[config.mk]
export PLATFORM = sky130hd
export DESIGN_NAME = mf3_median
export DESIGN_NICKNAME = d
export VERILOG_FILES = /design/src/hw/rtl/mf3_pkg.sv /design/src/hw/rtl/mf3_median.sv
export SDC_FILE = /design/constraint.sdc
export NUM_CORES = 1
export LEC_CHECK = 0
export BUFFER_PORTS_ARGS = -buffer_cell sky130_fd_sc_hd__buf_2
export CORE_MARGIN = 5
export CORE_UTILIZATION = 55
export CTS_CLUSTER_DIAMETER = 150
export DETAILED_ROUTE_END_ITERATION = 8
export PLACE_DENSITY = 0.79
export SYNTH_ARGS = -nofsm -noshare
export SYNTH_HDL_FRONTEND = slang
export SYNTH_SLANG_ARGS = --single-unit
[constraint.sdc]
create_clock -name clk -period 5.4 [get_ports clk]
set_input_delay 0.27 -clock clk [delete_from_list [all_inputs] [get_ports clk]]
set_output_delay 0.27 -clock clk [all_outputs]
set_load 0.02 [all_outputs]
[src/hw/rtl/mf3_pkg.sv]
// ----------------------------------------------------------------------------
// mf3_pkg
// Types, constants and compare helpers shared by the 3x3 RGB median filter.
// ----------------------------------------------------------------------------
package mf3_pkg;

  // Largest row the line memory holds, and the tallest frame supported.
  localparam int MAX_WIDTH  = 2048;
  localparam int MAX_HEIGHT = 4096;

  localparam int NUM_CHAN = 3;
  localparam int CHAN_W   = 8;

  // Register fields as the configuration port carries them.
  localparam int FW_FIELD_W = 12;
  localparam int FH_FIELD_W = 13;
  localparam int CFG_IDX_W  = 1;
  localparam int CFG_DATA_W = 13;

  localparam logic [CFG_IDX_W-1:0] CFG_FRAME_WIDTH  = 1'b0;
  localparam logic [CFG_IDX_W-1:0] CFG_FRAME_HEIGHT = 1'b1;

  localparam logic MODE_PIXEL = 1'b0;
  localparam logic MODE_FLUSH = 1'b1;

  localparam logic [FW_FIELD_W-1:0] RST_FRAME_WIDTH  = 12'd640;
  localparam logic [FH_FIELD_W-1:0] RST_FRAME_HEIGHT = 13'd480;

  // Counter and size widths.
  localparam int COL_W  = $clog2(MAX_WIDTH);       // column index
  localparam int W_W    = $clog2(MAX_WIDTH + 1);   // width in use
  localparam int H_W    = $clog2(MAX_HEIGHT + 1);  // height in use
  localparam int OROW_W = $clog2(MAX_HEIGHT);      // output row
  localparam int IROW_W = $clog2(MAX_HEIGHT + 2);  // input row, runs one past during drain

  // Result queue behind the pipeline.
  localparam int FIFO_DEPTH = 8;
  localparam int FPTR_W     = $clog2(FIFO_DEPTH);
  localparam int FCNT_W     = $clog2(FIFO_DEPTH + 1);

  typedef logic [CHAN_W-1:0] chan_t;
  typedef chan_t [NUM_CHAN-1:0] pix_t;
  typedef chan_t [2:0] trio_t;
  // Window indexed [row][column]; row 0 is the oldest line, column 2 the newest pixel.
  typedef pix_t [2:0][2:0] win_t;

  // One line memory entry holds the pixel of both stored rows at one column.
  typedef struct packed {
    pix_t up2;
    pix_t up1;
  } line_t;

  typedef struct packed {
    logic  mode;
    chan_t chan0_in;
    chan_t chan1_in;
    chan_t chan2_in;
  } in_t;

  typedef struct packed {
    chan_t chan0_out;
    chan_t chan1_out;
    chan_t chan2_out;
    logic  frame_end;
  } res_t;

  function automatic logic [W_W-1:0] clamp_width(logic [FW_FIELD_W-1:0] raw);
    logic [W_W-1:0] w;
    if (32'(raw) < 3) begin
      w = W_W'(3);
    end else if (32'(raw) > MAX_WIDTH) begin
      w = W_W'(MAX_WIDTH);
    end else begin
      w = W_W'(raw);
    end
    return w;
  endfunction

  function automatic logic [H_W-1:0] clamp_height(logic [FH_FIELD_W-1:0] raw);
    logic [H_W-1:0] h;
    if (32'(raw) < 3) begin
      h = H_W'(3);
    end else if (32'(raw) > MAX_HEIGHT) begin
      h = H_W'(MAX_HEIGHT);
    end else begin
      h = H_W'(raw);
    end
    return h;
  endfunction

  function automatic chan_t max2(chan_t a, chan_t b);
    return (a > b) ? a : b;
  endfunction

  function automatic chan_t min2(chan_t a, chan_t b);
    return (a < b) ? a : b;
  endfunction

  // Returns the three values in ascending order: [0] lowest, [2] highest.
  function automatic trio_t sort3(trio_t v);
    chan_t lo;
    chan_t hi;
    chan_t mid;
    trio_t r;
    lo   = min2(v[0], v[1]);
    hi   = max2(v[0], v[1]);
    r[2] = max2(hi, v[2]);
    mid  = min2(hi, v[2]);
    r[0] = min2(lo, mid);
    r[1] = max2(lo, mid);
    return r;
  endfunction

  function automatic chan_t max3(trio_t v);
    return max2(max2(v[0], v[1]), v[2]);
  endfunction

  function automatic chan_t min3(trio_t v);
    return min2(min2(v[0], v[1]), v[2]);
  endfunction

  function automatic chan_t med3(trio_t v);
    return max2(min2(v[0], v[1]), min2(max2(v[0], v[1]), v[2]));
  endfunction

endpackage

[src/hw/rtl/mf3_median.sv]
// ----------------------------------------------------------------------------
// mf3_median
// Three-stage median of a 3x3 window, each color channel on its own.
// ----------------------------------------------------------------------------
module mf3_median (
  input  logic          clk,
  input  mf3_pkg::win_t win,
  output mf3_pkg::pix_t med
);

  import mf3_pkg::*;

  // Stage 1: each window row sorted. Stage 2: max of lows, median of middles,
  // min of highs. Stage 3: the median of those three is the median of nine.
  trio_t [NUM_CHAN-1:0][2:0] srt_r;
  trio_t [NUM_CHAN-1:0]      cand_r;
  pix_t                      med_r;

  always_ff @(posedge clk) begin
    for (int c = 0; c < NUM_CHAN; c++) begin
      for (int r = 0; r < 3; r++) begin
        srt_r[c][r] <= sort3({win[r][2][c], win[r][1][c], win[r][0][c]});
      end
    end
  end

  always_ff @(posedge clk) begin
    for (int c = 0; c < NUM_CHAN; c++) begin
      cand_r[c][0] <= max3({srt_r[c][2][0], srt_r[c][1][0], srt_r[c][0][0]});
      cand_r[c][1] <= med3({srt_r[c][2][1], srt_r[c][1][1], srt_r[c][0][1]});
      cand_r[c][2] <= min3({srt_r[c][2][2], srt_r[c][1][2], srt_r[c][0][2]});
    end
  end

  always_ff @(posedge clk) begin
    for (int c = 0; c < NUM_CHAN; c++) begin
      med_r[c] <= med3(cand_r[c]);
    end
  end

  assign med = med_r;

endmodule

# Word level (Yosys, flattened, before mapping)
# Index checks and enable logic that the tools add are counted.
# classes
shifts,0
eq_ne,0
mul,0
n_div,0
order_cmp,90
addsub,0
bitwise,0
reduce_logical,0
muxes,90
# ops
cell,n
$mux W8,90
$gt A8 B8 Y1,45
$lt A8 B8 Y1,45
# word_totals
n_memories,0
ff_bits,312
romBits,0
mem_bits_rw,0
inputBits,217
latch_bits,0
word_cells,219

# Depth between registers and ports, before layout
# logic_depth
depth_word,6
depth_mapped,29

# Worst setup path after synthesis
# No wires, ideal clock.
# synth_path
path_type,in2reg
from,input win[189] (netlist bit)
to,register srt_r[200] (netlist bit)
path_slack_ps,128
arrival_time_ps,5188
path_stages,29
n_path_buf,4
setup_time_ps,84
cell_sequence,inv_1 -> ha_1 -> a21o_1 -> a21o_1 -> a21o_1 -> clkbuf_1 -> nand2_1 -> nand2_1 -> mux2i_1 -> inv_1 -> ha_1 -> nor2b_1 -> o21a_1 -> o21a_1 -> o21bai_1 -> and2_1 -> clkbuf_1 -> clkbuf_1 -> nor2_1 -> a21oi_1 -> ha_1 -> nor2b_1 -> o21ai_0 -> nand2b_1 -> a21oi_1 -> o21a_1 -> clkbuf_1 -> o21ai_0 -> o221ai_1
# synth_between
elab_chain_len,6
elab_cells_between_ends,8
classes_between,order compare: 4; mux: 4
# synth_rtl
element,line_no,source
from (decl),mf3_median.sv:7,"input mf3_pkg::win_t win,"
$gt A8 B8 Y1,mf3_pkg.sv:92,return (a > b) ? a : b;
$mux W8,mf3_pkg.sv:92,
$lt A8 B8 Y1,mf3_pkg.sv:96,return (a < b) ? a : b;
$mux W8,mf3_pkg.sv:96,
$gt A8 B8 Y1,mf3_pkg.sv:92,
$mux W8 *,mf3_pkg.sv:92,
"to (signal, indexed assignment)",mf3_median.sv:22,"srt_r[c][r] <= sort3({win[r][2][c], win[r][1][c], win[r][0][c]});"
to (decl),mf3_median.sv:15,trio_t [NUM_CHAN-1:0][2:0] srt_r;
# Mark *: on every way between the ends. The rest lies on a longest branch, timed or not.

# Worst setup path after layout
# layout_path
from,register cand_r[39] (netlist bit)
to,"register med_r, in the netlist med[13]"
# layout_between
elab_chain_len,6
elab_cells_between_ends,8
classes_between,order compare: 4; mux: 4
# layout_rtl
element,line_no,source
from (decl),mf3_median.sv:16,trio_t [NUM_CHAN-1:0] cand_r;
"from (signal, indexed assignment)",mf3_median.sv:29,"cand_r[c][0] <= max3({srt_r[c][2][0], srt_r[c][1][0], srt_r[c][0][0]});"
"from (signal, indexed assignment)",mf3_median.sv:30,"cand_r[c][1] <= med3({srt_r[c][2][1], srt_r[c][1][1], srt_r[c][0][1]});"
"from (signal, indexed assignment)",mf3_median.sv:31,"cand_r[c][2] <= min3({srt_r[c][2][2], srt_r[c][1][2], srt_r[c][0][2]});"
$gt A8 B8 Y1,mf3_pkg.sv:92,
$mux W8,mf3_pkg.sv:92,
$lt A8 B8 Y1,mf3_pkg.sv:96,
$mux W8,mf3_pkg.sv:96,
$gt A8 B8 Y1,mf3_pkg.sv:92,
$mux W8 *,mf3_pkg.sv:92,
"to (signal, indexed assignment)",mf3_median.sv:37,med_r[c] <= med3(cand_r[c]);
to (decl),mf3_median.sv:17,pix_t med_r;
# Marked as above.

==> run_results.csv <==
group,metric,value,unit
outcome,outcome,"finished clean",
critical_path,cp-start-kind,"register",
global_routing,grt_pass1_vias,24500,
place,place_area,0.0303,mm2
synth,seq_area_frac_synth,0.228,
power_and_ir_drop,p_per_area,734,mW/mm2
synth,synth_top_flop_cell,"dfxtp_1",
global_routing,antenna_found_initial,0,
die,io_pins,241,
clocking,numClockSinks,312,
finish,design_area,0.0319,mm2
synth,ys_seq_elements,312,
clocking,clockBufferDepth,3,
drt,num_vias,25300,
clocking,clk_pin_slew,60,ps
sta,period_needed,5130,ps
synth,yosysWarnings,0,
sta,fin_crit_sh,0.950,
die,core,0.0492,mm2
sta,hold_violations,0,
die,start_util,0.557,
synth,post_synth_instance_area,0.0274,mm2
sta,skew,19.1,ps
die,die_x,233,um
sta,fmax,195,MHz
hold_path,hold_path_class,"input port to register",
synth,synth.avg_cell_area,8.41,um2
sta,setup_ws,273,ps
synth,synth_cell_types,57,
global_routing,grt_first_pass_wirelength,120000,um
critical_path,crit_end,"med[13]",
critical_path,crit_required,5820,ps
place,gp_congestion,0.931,
critical_path,regToRegSetupSlack,270,ps
die,fp.dieArea,0.0544,mm2
die,die_h,233,um
place,port_buffers,240,
clocking,clock_latency,540,ps
global_routing,grt_remaining_overflow,0,
synth,syn_nets,3918,
critical_path,cp.arrival,5540,ps
die,num_rows,81,
critical_path,cp_max_fo,10,
critical_path,worstRegToRegCells,25,
finish,areaGrowthSynthToFinish,16.6,%
critical_path,worstSetupStartpoint,"cand_r[39]",
synth,synthArstFlopShare,0,
drt,wirelength,74100,um
synth,netlist_instances,3257,
clocking,root_buffer,"clkbuf_16",
synth,synth_edf_count,0,
sta,setup_violations,0,
place,hpwlAfterDp,59900,um
clocking,cts_tree,"yes",
finish,num_antenna_cells,0,
sta,drv_slew,0,
clocking,numCtsBuffers,37,
power_and_ir_drop,p_leak,16.2,nW
global_routing,grt_max_degree,17,
power_and_ir_drop,irDropWorstVdd,632,uV
finish,drive_above_1_share,0.200,
critical_path,r2r_start,"cand_r[39]",
drt,drc,0,
drt,avgRoutedWirePerCell,17.1,um
place,dp_cells,4240,
clocking,h-tree-depth,2,
drt,first_pass_iters,6,
place,dp_slack,-13.8,ps
drt,drtIter0Drc,1636,
global_routing,grt_use_total,0.264,
flow_run,maxCapViolations,0,
critical_path,r2r-end,"med[13]",
critical_path,crit_type,"register to register",
drt,ant_nets,0,
sta,worst-slew-pin-transition,1010,ps
drt,via_per_inst,5.83,
sta,maxSlewHeadroom,0.328,
finish,fin_cells,4331,
critical_path,end_kind,"register",
finish,final_nets,4301,
-- layer usage --
metal,track usage,part of all wire
met3,0.0261,0.047
met4,0.0940,0.036
met1,0.335,0.44
met5,0,0
met2,0.465,0.48
-- final cells by class --
class,count,area (um2)
clock buffer,46,1010
sequential,312,6250
inverter,433,1630
fill,4103,17200
timing repair buffer,415,2590
tap,664,831
multi-input combinational,2441,19300
clock inverter,20,332
-- logic make-up after synthesis --
| family | Yosys count | synth area share |
|---|---|---|
| buffers and inverters | 505 | 0.0702 |
| AND/OR/NAND/NOR | 807 | 0.148 |
| adder cells (fa/ha/maj) | 444 | 0.203 |
| flip-flops | 312 | 0.228 |
| AO/OA/AOI/OAI | 770 | 0.188 |
| multiplexers | 419 | 0.162 |
-- power breakdown --
group,switching [mW],internal (mW)
registers,0.787,3.49
logic,8.85,7.59
clock network,1.03,1.72
-- stage by stage --
stage / setup TNS, ps / total power, mW / utilization / hold WS (ps)
floorplan: 0 / 16.0 / - / 408
global placement: 0 / 19.7 / 0.616 / 467
detailed placement: -18.3 / 20.1 / 0.616 / 472
CTS: 0 / 23.1 / 0.648 / 5.17
global route: -432 / 25.7 / 0.650 / 16.7
finish: 0 / 23.5 / 0.650 / 30.7
-- Yosys cell counts, drive strengths merged (45+ instances only) --
cell type | count | area [um2]
inv | 431 | 1620
nand4 | 158 | 988
mux2 | 199 | 2240
nand3 | 70 | 350
ha | 444 | 5560
mux2i | 220 | 2200
a21oi | 181 | 928
o21ai | 175 | 891
nor3 | 54 | 270
dfxtp | 312 | 6250
o211ai | 45 | 338
nor2 | 156 | 611
o221ai | 88 | 771
o21a | 78 | 586
nand2 | 203 | 762
a21o | 93 | 698
nor2b | 46 | 288
clkbuf | 49 | 184
-- sequential cells by signal, indices dropped and copies added, names as in the netlist --
signal	flops
srt_r	216
cand_r	72
med	24
-- worst min path at each step --
stage          startpoint    endpoint  slack [ps]  depth (start not counted)
3_3_place_gp   srt_r[125]  cand_r[29]         470                          1
3_5_place_dp   srt_r[208]  cand_r[64]         470                          1
5_1_grt          win[132]  srt_r[116]          20                          2
6_report         win[132]  srt_r[116]          30                          2
4_1_cts          win[132]  srt_r[116]           5                          2
2_1_floorplan    win[125]   srt_r[37]         410                          1
-- worst max-delay path, stage by stage, from the launching register on --
cell and delay [ps]:
dfxtp_1 390, inv_1 60, ha_1 310, nand4_1 160, or3_4 440, o21ai_4 110, mux2_2 400, ha_1 300
a21o_1 160, a21o_1 180, a21oi_2 210, nand2_1 120, o31ai_4 210, buf_4 190, buf_4 140, nor2_1 40
a21oi_1 120, ha_1 140, nand3_1 90, o21bai_1 170, a21boi_1 160, o21ai_1 110, a211oi_2 290, buf_4 210
nor3_1 50, a211o_1 230
-- layout by cell type, fill, tap and decap left out, drive strengths merged, types with 23 or more instances in the layout --
cell type	instances
a21o	93
a21oi	181
buf	394
clkbuf	46
dfxtp	312
ha	444
inv	435
mux2	199
mux2i	220
nand2	204
nand2b	39
nand3	70
nand4	158
nor2	156
nor2b	46
nor3	54
o211ai	45
o21a	78
o21ai	175
o221ai	88
o31ai	23
or2	44
-- what timing repair did --
action                                  4_1_cts  5_1_grt
endpoints found under the hold margin        22        0
cloned                                        0        2
setup buffers                                 0        2
gates resized for setup                       2       24
pin swaps                                     0        5
hold buffers                                 21        0
endpoints found under the setup margin       12       40
Note: power is estimated with default switching activity, not from simulation.
