===== src/hw/rtl/mf3_ram.sv =====
// ----------------------------------------------------------------------------
// mf3_ram
// Simple dual-port RAM: one write port, one read port with registered data.
// ----------------------------------------------------------------------------
module mf3_ram #(
  parameter int WIDTH = 8,
  parameter int DEPTH = 16
) (
  input  logic                     clk,
  input  logic                     we,
  input  logic [$clog2(DEPTH)-1:0] waddr,
  input  logic [WIDTH-1:0]         wdata,
  input  logic                     re,
  input  logic [$clog2(DEPTH)-1:0] raddr,
  output logic [WIDTH-1:0]         rdata
);

  logic [WIDTH-1:0] mem [DEPTH];

  always_ff @(posedge clk) begin
    if (we) begin
      mem[waddr] <= wdata;
    end
    if (re) begin
      rdata <= mem[raddr];
    end
  end

endmodule


===== config.mk =====
export PLATFORM = sky130hd
export DESIGN_NAME = mf3_ram
export DESIGN_NICKNAME = d
export VERILOG_FILES = /design/src/hw/rtl/mf3_ram.sv
export SDC_FILE = /design/constraint.sdc
export NUM_CORES = 1
export LEC_CHECK = 0
export ABC_CLOCK_PERIOD_IN_PS = 2800
export BUFFER_PORTS_ARGS = -buffer_cell sky130_fd_sc_hd__buf_2
export CORE_MARGIN = 1.5
export CORE_UTILIZATION = 30
export CTS_BUF_LIST = sky130_fd_sc_hd__clkbuf_2 sky130_fd_sc_hd__clkbuf_4 sky130_fd_sc_hd__clkbuf_8
export CTS_CLUSTER_DIAMETER = 120
export DETAILED_ROUTE_END_ITERATION = 12
export PLACE_DENSITY_LB_ADDON = 0.05
export SYNTH_ARGS = -nofsm -noshare
export SYNTH_HDL_FRONTEND = slang
export SYNTH_SLANG_ARGS = --single-unit

===== constraint.sdc =====
create_clock -name clk -period 2.8 [get_ports clk]
set_clock_uncertainty 0.05 [all_clocks]
set_input_delay 0.56 -clock clk [delete_from_list [all_inputs] [get_ports clk]]
set_output_delay 0.56 -clock clk [all_outputs]
set_load 0.02 [all_outputs]

Yosys cells after proc, flatten, opt, wreduce, memory -nomap -nowiden
Memory sizes are Yosys's and may differ from the RTL's. A register that Yosys moved wholly into a read port is not among the register bits. Cells that the tools add are included.

Flip-flop bits (word level): 0. Memory bits (writable): 128. Output and inout bits: 8. Word-level logic and storage cells: 3. Memories: 1.

Multiplexer cells: 2.

Memories: mem (words 16, width 8, read ports 1, clocked after memory_dff 1, wr ports 1, RTL line 18) `logic [WIDTH-1:0] mem [DEPTH];`.

Operators by type and width (number): $mux 1 (2).

Depth between registers and ports, before layout
Gate-level depths: netlist of run 1.

Word-level depth: 2. Depth in mapped cells: 5.

Least setup slack after synthesis of run 1
OpenSTA, ideal clock, no wires.

Kind: input to register. From: input port waddr[2]. To: memory mem[0][0], enable pin. Library setup time: 0.383 ns. Data arrival time: 1.670 ns. Setup slack: 0.697 ns. Stages on the path: 2. Cell sequence: or3b_2 > nor3_1.

RTL lines: start, declared (RTL line 11) `input logic [$clog2(DEPTH)-1:0] waddr,`; end, declared (RTL line 18).

Straight into the memory's write port.

==> results of run 1 <==
power by group through the flow:
stage / Clock, mW / Sequential, mW / Combinational (mW)
2_1_floorplan: 0 / 2.36 / 0.116
3_3_place_gp: 0 / 2.35 / 0.239
3_5_place_dp: 0 / 2.35 / 0.240
4_1_cts: 1.54 / 2.31 / 0.240
5_1_grt: 1.62 / 2.31 / 0.256
6_report: 1.48 / 2.30 / 0.233
registers in the layout, indices dropped and copies added (netlist names):
signal	cells
mem	128
rdata	8
logic make-up after synthesis:
| family | count (synthesis) | share of synthesized area |
|---|---|---|
| flops | 136 | 0.781 |
| simple gates | 35 | 0.0314 |
| mux | 32 | 0.148 |
| compound gates | 16 | 0.0230 |
| buf+inv | 10 | 0.0165 |
worst paths after layout:
path                            slack (ns)            endpoint                  from
worst min-delay path                  0.45  rdata[2]$_DFFE_PP_                    re
worst max-delay path                  0.95  rdata[2]$_DFFE_PP_              raddr[0]
worst max register to register        1.22  rdata[5]$_DFFE_PP_   mem[1][5]$_DFFE_PP_
worst min register to register        0.71  rdata[1]$_DFFE_PP_  mem[15][1]$_DFFE_PP_
cells in the final DEF (no fill, tap or decap):
master	Yosys	final
nor2_1	13	13
nand2b_1	2	2
mux4_1	14	14
nand2_1	9	9
clkinv_1	0	5
bufinv_16	0	2
nand3b_1	2	2
buf_2	3	26
and2b_1	1	1
mux4_2	18	18
clkinvlp_4	0	1
a22oi_1	16	16
clkbuf_8	0	17
buf_12	0	3
and2_1	1	1
clkinv_2	0	5
nor2b_1	1	1
clkbuf_4	0	2
edfxtp_1	136	136
nor3_1	4	4
or3b_2	1	1
buf_4	1	21
nand3_1	1	1
worst register-to-register path, cell delays in order, from the launching register on:
cell and delay, ns:
edfxtp_1 0.36, mux4_1 0.50, a22oi_1 0.32, nand2_1 0.10
metal layers:
metal / share of wire / wire, µm / vias to the layer above / global-route usage
met5: 0 / 0 / - / 0
met4: 0.012 / 140 / 0 / 0.0484
met3: 0.031 / 350 / 9 / 0.0458
met2: 0.47 / 5270 / 50 / 0.209
met1: 0.49 / 5440 / 1230 / 0.183
li1: - / - / 1094 / -
final cells by class:
class                      instances  area (µm²)
sequential                       136        4080
clock inverter                    13         111
fill                            1636       11000
timing repair buffer              50         348
multi-input combinational         83        1060
tap                              225         282
clock buffer                      19         249
==> impl_metrics.json, run 1 <==
{
  "viasPerCell": 4.53,
  "gpl_congestion": 0.724,
  "synth.avg_cell_area_um2": 22.8,
  "dpl_cell_area_mm2": 0.00577,
  "final_cell_area_mm2": 0.00613,
  "tritoncts": "built",
  "fin_crit_ns": 1.85,
  "dp.final_hpwl_um": 7670,
  "worst_hold_path_type": "input pin to flip-flop",
  "totalNegativeSetupSlack_ns": 0,
  "clkLatencyLatePin_ns": 0.44,
  "layout_worst_path_cycle_share": 0.662,
  "first_pass_grt_wire_length_um": 16900,
  "synth_nets": 248,
  "critical-path-top-delay-family": "multiplexers",
  "setup_slack_placement_ns": 0.465,
  "report.final.setup_viol": 0,
  "startpoint_type": "input pin",
  "switching_share": 0.210,
  "drc": 0,
  "asyncSetResetFlopFracSynth": 0,
  "synth.largest_area_cell": "edfxtp_1",
  "finalPower_mw": 4.01,
  "max-slew-margin-rel": 0.664,
  "area.growth.synth_to_final_pct": 17.3,
  "synth.area.top_cells": "edfxtp_1 (78%), mux4_2 (7.8%), mux4_1 (7.0%)",
  "route.antenna.remaining_nets": 0,
  "worstPathArrival_ns": 1.99,
  "fmax_ghz": 0.540,
  "synth_edf_count": 136,
  "cts_repair_resize_count": 0,
  "setup_repair_after_global_routing_missed_its_margin": "no",
  "layoutNonFillerInstCount": 526,
  "p_per_area_mw_per_mm2": 655,
  "cts_max_level": 4,
  "timing.final.hold_violations": 0,
  "ys_dominant_reg_cell": "edfxtp_1",
  "cell_internal_pwr_mw": 3.17,
  "synth_cell_type_count": 18,
  "vias": 2383,
  "postSynthRegisterBits": 136,
  "p_leak_nw": 2.04,
  "layout.nets": 307,
  "max_cap_viol_count": 0,
  "synthDominantCellAreaShare": 0.781,
  "antenna_cells": 0,
  "grt.total_usage": 0.137,
  "setup_slack_ns": 0.947,
  "slowest_stage": "mux4_1",
  "utilization": 0.357,
  "switchingPower_mw": 0.842,
  "cp_num_cells": 5,
  "drt_iter0_markers": 191,
  "max_stage_delay_ns": 0.61,
  "ctsLongestPathBuffers": 2,
  "place.detailed.instances": 494,
  "grt_pass1_vias": 2558,
  "cts_root_buffer": "clkbuf_8",
  "cts-hold-fix-buffers": 0,
  "cp.buffers_inverters": 2,
  "cts.clk_slew.worst_paths_ns": 0.07,
  "status": "finished clean",
  "floorplan.initialDensity": 0.304,
  "clock_power_share": 0.368,
  "hold_path_depth": 1,
  "final.hold.worst_slack_ns": 0.455,
  "drt_pass1_iterations": 4,
  "pwr-share-seq": 0.574,
  "cp_max_fo": 15,
  "synth_seq_area_share": 0.781,
  "drive_gt1_frac": 0.319,
  "gr-total-overflow": 0,
  "vdd_ir_drop_max_uv": 289,
  "tightestPinTransition_ns": 0.502,
  "fp.dieArea_mm2": 0.0182,
  "path_cells": "buf_2 > buf_12 > mux4_1 > a22oi_1 > nand2_1",
  "worstSetupPathType": "input pin to flip-flop",
  "grt_antenna_before_repair": 0,
  "postSynthCellCount": 229,
  "portBuffers": 26,
  "netlist_area_mm2": 0.00523,
  "pwr-share-comb": 0.058,
  "wl_per_cell_um": 21.3,
  "io_pins": 27,
  "reg2regPathDepth": 3,
  "std_cell_rows": 48,
  "routed_wl_um": 11200,
  "finalMaxSlewViolations": 0,
  "cts_made_buffers": 17,
  "synth-warning-count": 0,
  "fp.dieH_um": 135,
  "placeableCoreArea_mm2": 0.0172,
  "yosys-top-cells-count": "edfxtp_1 (136), mux4_2 (18), a22oi_1 (16)",
  "cts_setup_buffers": 0,
  "yosys.cell_count.top_type": "edfxtp_1",
  "die_width_um": 135,
  "cts_num_sinks": 136,
  "end_kind": "flip-flop",
  "maximum_number_of_pins_on_one_net_before_global_route_repair": 22,
  "cp_data_required_time_ns": 2.94
}
(Power assumes the default switching activity.)
==> run 2: changes to the inputs <==
ABC_CLOCK_PERIOD_IN_PS = 1650   (was 2800)
clock period = 1.65 ns   (was 2.8 ns; I/O delays follow)
==> impl_metrics.json, run 2 (same netlist as run 1, synthesis figures left out) <==
{
  "floorplan.initialDensity": 0.304,
  "drive_gt1_frac": 0.334,
  "crit_top_cell": "buf_12",
  "route.antenna.remaining_nets": 0,
  "fin_crit_ns": 1.58,
  "place.detailed.instances": 501,
  "drt_pass1_iterations": 4,
  "drc": 0,
  "totalNegativeSetupSlack_ns": 0,
  "timing.final.hold_violations": 0,
  "area.growth.synth_to_final_pct": 17.8,
  "vdd_ir_drop_max_uv": 448,
  "maximum_number_of_pins_on_one_net_before_global_route_repair": 17,
  "hold_path_depth": 1,
  "fmax_ghz": 0.633,
  "drt_iter0_markers": 179,
  "setup_repair_after_global_routing_missed_its_margin": "no",
  "dp.final_hpwl_um": 7600,
  "std_cell_rows": 48,
  "worst_hold_path_type": "input pin to flip-flop",
  "p_leak_nw": 2.05,
  "flip_flop_count_of_the_largest_register_all_copies_and_words_added": 128,
  "layout.cells.most_common": "edfxtp_1",
  "fp.dieArea_mm2": 0.0182,
  "slowest_stage": "mux4_1",
  "portBuffers": 26,
  "vias": 2403,
  "layoutNonFillerInstCount": 530,
  "cts_setup_buffers": 0,
  "reg2reg_setup_slack_ns": 0.11,
  "grt.total_usage": 0.132,
  "reg2reg_start": "mem[2][5]$_DFFE_PP_",
  "grt_antenna_before_repair": 0,
  "max-slew-margin-rel": 0.503,
  "cts_root_buffer": "clkbuf_8",
  "first_pass_grt_wire_length_um": 16400,
  "io_pins": 27,
  "p_per_area_mw_per_mm2": 1050,
  "placeableCoreArea_mm2": 0.0172,
  "antenna_cells": 0,
  "max_cap_viol_count": 0,
  "cts_made_buffers": 17,
  "gpl_congestion": 0.724,
  "grt_pass1_vias": 2599,
  "utilization": 0.358,
  "min_to": "mem[6][4]$_DFFE_PP_",
  "clkLatencyLatePin_ns": 0.43,
  "largestRegisters": "mem: 128 flops, rdata: 8 flops",
  "fp.dieH_um": 135,
  "worstPathArrival_ns": 1.71,
  "wl_per_cell_um": 20.4,
  "path_cells": "buf_2 > buf_12 > buf_12 > mux4_1 > a22oi_1 > nand2_1",
  "critical-path-top-delay-family": "multiplexers",
  "end_kind": "flip-flop",
  "startpoint_type": "input pin",
  "status": "finished clean",
  "tritoncts": "built",
  "finalMaxSlewViolations": 0,
  "cp_max_fo": 13,
  "max_flop_register": "mem",
  "setup_slack_placement_ns": -0.369,
  "viasPerCell": 4.53,
  "layout.nets": 314,
  "layout_common_cells": "edfxtp_1 (136), buf_2 (26), buf_4 (26), mux4_2 (18), clkbuf_8 (17)",
  "worst_r2r_endpoint": "rdata[5]$_DFFE_PP_",
  "max_stage_delay_ns": 0.54,
  "cp_data_required_time_ns": 1.77,
  "layout_worst_path_cycle_share": 0.958,
  "worstSetupPathType": "input pin to flip-flop",
  "routed_wl_um": 10800,
  "cp.buffers_inverters": 3,
  "report.final.setup_viol": 0,
  "cts_max_level": 4,
  "cts.clk_slew.worst_paths_ns": 0.07,
  "cts_num_sinks": 136,
  "setup_slack_ns": 0.0695,
  "ctsLongestPathBuffers": 2,
  "tightestPinTransition_ns": 0.744,
  "reg2regPathDepth": 3,
  "final.hold.worst_slack_ns": 0.239,
  "die_width_um": 135,
  "min_from": "wdata[4]",
  "gr-total-overflow": 0
}
==> run 2: power by group <==
part	leakage, nW	switching [mW]	internal [mW]
combinational	0.659	0.232	0.177
clock	0.157	1.11	1.02
sequential	1.24	0.0190	3.89
==> run 2: metal layers <==
layer  global-route usage  routed length [µm]  share of wire  vias to the layer above
met5                    0                   0              0                        -
met4               0.0484                 108          0.010                        0
met3               0.0420                 383          0.035                        8
met2                0.208                5240           0.48                       47
met1                0.171                5090           0.47                     1241
li1                     -                   -              -                     1107
==> run 2: how the worst max path moves through the flow <==
stage / start / cells past startpoint / endpoint / slack, ns
6_report: raddr[0] / 6 / rdata[5]$_DFFE_PP_ / 0.07
5_1_grt: raddr[0] / 6 / rdata[5]$_DFFE_PP_ / 0.02
4_1_cts: mem[5][1]$_DFFE_PP_ / 3 / rdata[1]$_DFFE_PP_ / 0.07
3_5_place_dp: raddr[0] / 6 / rdata[5]$_DFFE_PP_ / -0.37
3_3_place_gp: raddr[0] / 6 / rdata[5]$_DFFE_PP_ / -0.36
2_1_floorplan: raddr[0] / 5 / rdata[1]$_DFFE_PP_ / -0.006
==> run 2: cell type report <==
| class | instances | area, µm² |
|---|---|---|
| tap | 225 | 282 |
| sequential | 136 | 4080 |
| fill | 1645 | 11000 |
| multi-input combinational | 83 | 1070 |
| timing repair buffer | 57 | 425 |
| clock buffer | 20 | 256 |
| clock inverter | 9 | 37.5 |
==> run 2: what timing repair did <==
| action | in CTS | in global routing |
|---|---|---|
| setup endpoints to repair | 0 | 2 |
| hold buffers | 0 | 0 |
| resized for setup | 0 | 2 |
==> run 2: metrics by stage <==
| step | cell area [µm²] | power [mW] |
|---|---|---|
| floorplan | 5240 | 4.20 |
| global placement | 5850 | 4.40 |
| detailed placement | 5850 | 4.40 |
| CTS | 6150 | 6.54 |
| global route | 6160 | 6.71 |
| finish | 6160 | 6.45 |
==> run 3: changes to the inputs <==
CORE_ASPECT_RATIO = 1.4   (was not set)
CORE_MARGIN = 2   (was 1.5)
==> impl_metrics.json, run 3 (same netlist as run 1, synthesis figures left out) <==
{
  "cts_max_level": 4,
  "vias": 2414,
  "finalMaxSlewViolations": 0,
  "timing.critical_path.from": "mem[1][1]$_DFFE_PP_",
  "layoutNonFillerInstCount": 545,
  "clkLatencyLatePin_ns": 0.43,
  "cts-hold-fix-buffers": 0,
  "layout_worst_path_cycle_share": 0.941,
  "viasPerCell": 4.43,
  "first_pass_grt_wire_length_um": 16800,
  "worstSetupPathType": "flip-flop to flip-flop",
  "drt_pass1_iterations": 4,
  "maximum_number_of_pins_on_one_net_before_global_route_repair": 27,
  "routed_wl_um": 11100,
  "route.antenna.remaining_nets": 0,
  "worst_r2r_endpoint": "rdata[1]$_DFFE_PP_",
  "worst_hold_path_type": "input pin to flip-flop",
  "fp.dieH_um": 160,
  "p_per_area_mw_per_mm2": 1150,
  "placeableCoreArea_mm2": 0.0172,
  "drt_iter0_markers": 96,
  "cp_data_required_time_ns": 1.78,
  "status": "finished clean",
  "startpoint_type": "flip-flop",
  "gr-total-overflow": 0,
  "reg2reg_start": "mem[1][1]$_DFFE_PP_",
  "drive_gt1_frac": 0.350,
  "end_kind": "flip-flop",
  "fin_crit_ns": 1.55,
  "drc": 0,
  "cts.clk_slew.worst_paths_ns": 0.08,
  "max_flop_register": "mem",
  "cts_num_sinks": 136,
  "layout_common_cells": "edfxtp_1 (136), buf_4 (28), buf_2 (26), mux4_2 (18), clkbuf_8 (17)",
  "crit_path_end": "rdata[1]$_DFFE_PP_",
  "gpl_congestion": 0.719,
  "place.detailed.instances": 513,
  "layout.cells.most_common": "edfxtp_1",
  "floorplan.initialDensity": 0.304,
  "finalPower_mw": 7.27,
  "cts_setup_buffers": 0,
  "setup_repair_after_global_routing_missed_its_margin": "no",
  "flip_flop_count_of_the_largest_register_all_copies_and_words_added": 128,
  "fp.dieArea_mm2": 0.0185,
  "final.fill_count": 1591,
  "grt.total_usage": 0.130,
  "timing.final.hold_violations": 0,
  "ctsLongestPathBuffers": 2,
  "largestRegisters": "mem: 128 flops, rdata: 8 flops",
  "die_width_um": 116,
  "vdd_ir_drop_max_uv": 481,
  "reg2reg_setup_slack_ns": 0.1,
  "cts_repair_resize_count": 0,
  "area.growth.synth_to_final_pct": 20.4,
  "multi_input_gate_area_mm2": 0.00106,
  "seq_area_mm2": 0.00408,
  "wl_per_cell_um": 20.4,
  "dp.final_hpwl_um": 7900,
  "tightestPinTransition_ns": 0.742,
  "min_from": "re",
  "fmax_ghz": 0.644,
  "cp_max_fo": 1,
  "p_leak_nw": 2.11,
  "max_cap_viol_count": 0,
  "grt_antenna_before_repair": 0,
  "grt_pass1_vias": 2633,
  "worstPathArrival_ns": 1.69,
  "layout.nets": 315,
  "portBuffers": 26,
  "antenna_cells": 0,
  "cts_root_buffer": "clkbuf_8",
  "tritoncts": "built",
  "cts_made_buffers": 17,
  "totalNegativeSetupSlack_ns": 0,
  "std_cell_rows": 57,
  "report.final.setup_viol": 0,
  "reg2regPathDepth": 3,
  "io_pins": 27,
  "max-slew-margin-rel": 0.504
}
[run 3: cell types whose count changed in the layout (fill, tap and decap cells not counted)]
| cell | change |
|---|---|
| buf_4 | +2 |
| a22oi_2 | -2 |
| clkinv_2 | -2 |
| clkbuf_4 | -3 |
| clkinv_4 | +3 |
| clkinvlp_4 | +2 |
| a22oi_1 | +2 |
| bufinv_16 | +4 |
| inv_6 | +3 |
| buf_12 | -1 |
| clkinv_1 | -4 |
[run 3: worst min path at each step]
stage | endpoint | slack, ns | cells past startpoint
floorplan | mem[0][0]$_DFFE_PP_ | 0.38 | 0
global placement | rdata[0]$_DFFE_PP_ | 0.67 | 3
detailed placement | mem[5][0]$_DFFE_PP_ | 0.68 | 1
CTS | mem[5][0]$_DFFE_PP_ | 0.20 | 1
global route | rdata[3]$_DFFE_PP_ | 0.20 | 1
finish | rdata[3]$_DFFE_PP_ | 0.22 | 1
[run 3: final cells by class]
| class | count | area share |
|---|---|---|
| repair buffers | 58 | 0.0668 |
| well taps | 236 | 0.0469 |
| clock buffers | 17 | 0.0372 |
| multi-input cells | 83 | 0.169 |
| clock inverters | 15 | 0.0318 |
| flip-flops and latches | 136 | 0.649 |
[run 3: routing by layer]
layer / GRT usage / part of all wire
met5: 0 / 0
met4: 0.0378 / 0.014
met3: 0.0376 / 0.028
met2: 0.221 / 0.54
met1: 0.160 / 0.42
[run 3: per-stage QoR]
stage	utilization	worst slack (ns)	instance area [µm²]	hold WS, ns
global placement	0.341	-0.310	5860	0.666
CTS	0.366	0.0866	6300	0.204
floorplan	-	-0.00596	5240	0.379
finish	0.366	0.0974	6300	0.225
global route	0.366	0.0189	6300	0.202
detailed placement	0.341	-0.327	5860	0.678
[run 3: where the power goes]
group | internal [mW] | total [mW] | switching, mW
Clock | 1.65 | 2.96 | 1.31
Combinational | 0.174 | 0.401 | 0.227
Sequential | 3.89 | 3.91 | 0.0195
Total | 5.72 | 7.27 | 1.55
[run 3: worst max-delay path, stage by stage, from the launching register on]
cell      delay [ns]
edfxtp_1        0.36
mux4_1          0.52
a22oi_1         0.29
nand2_1         0.09
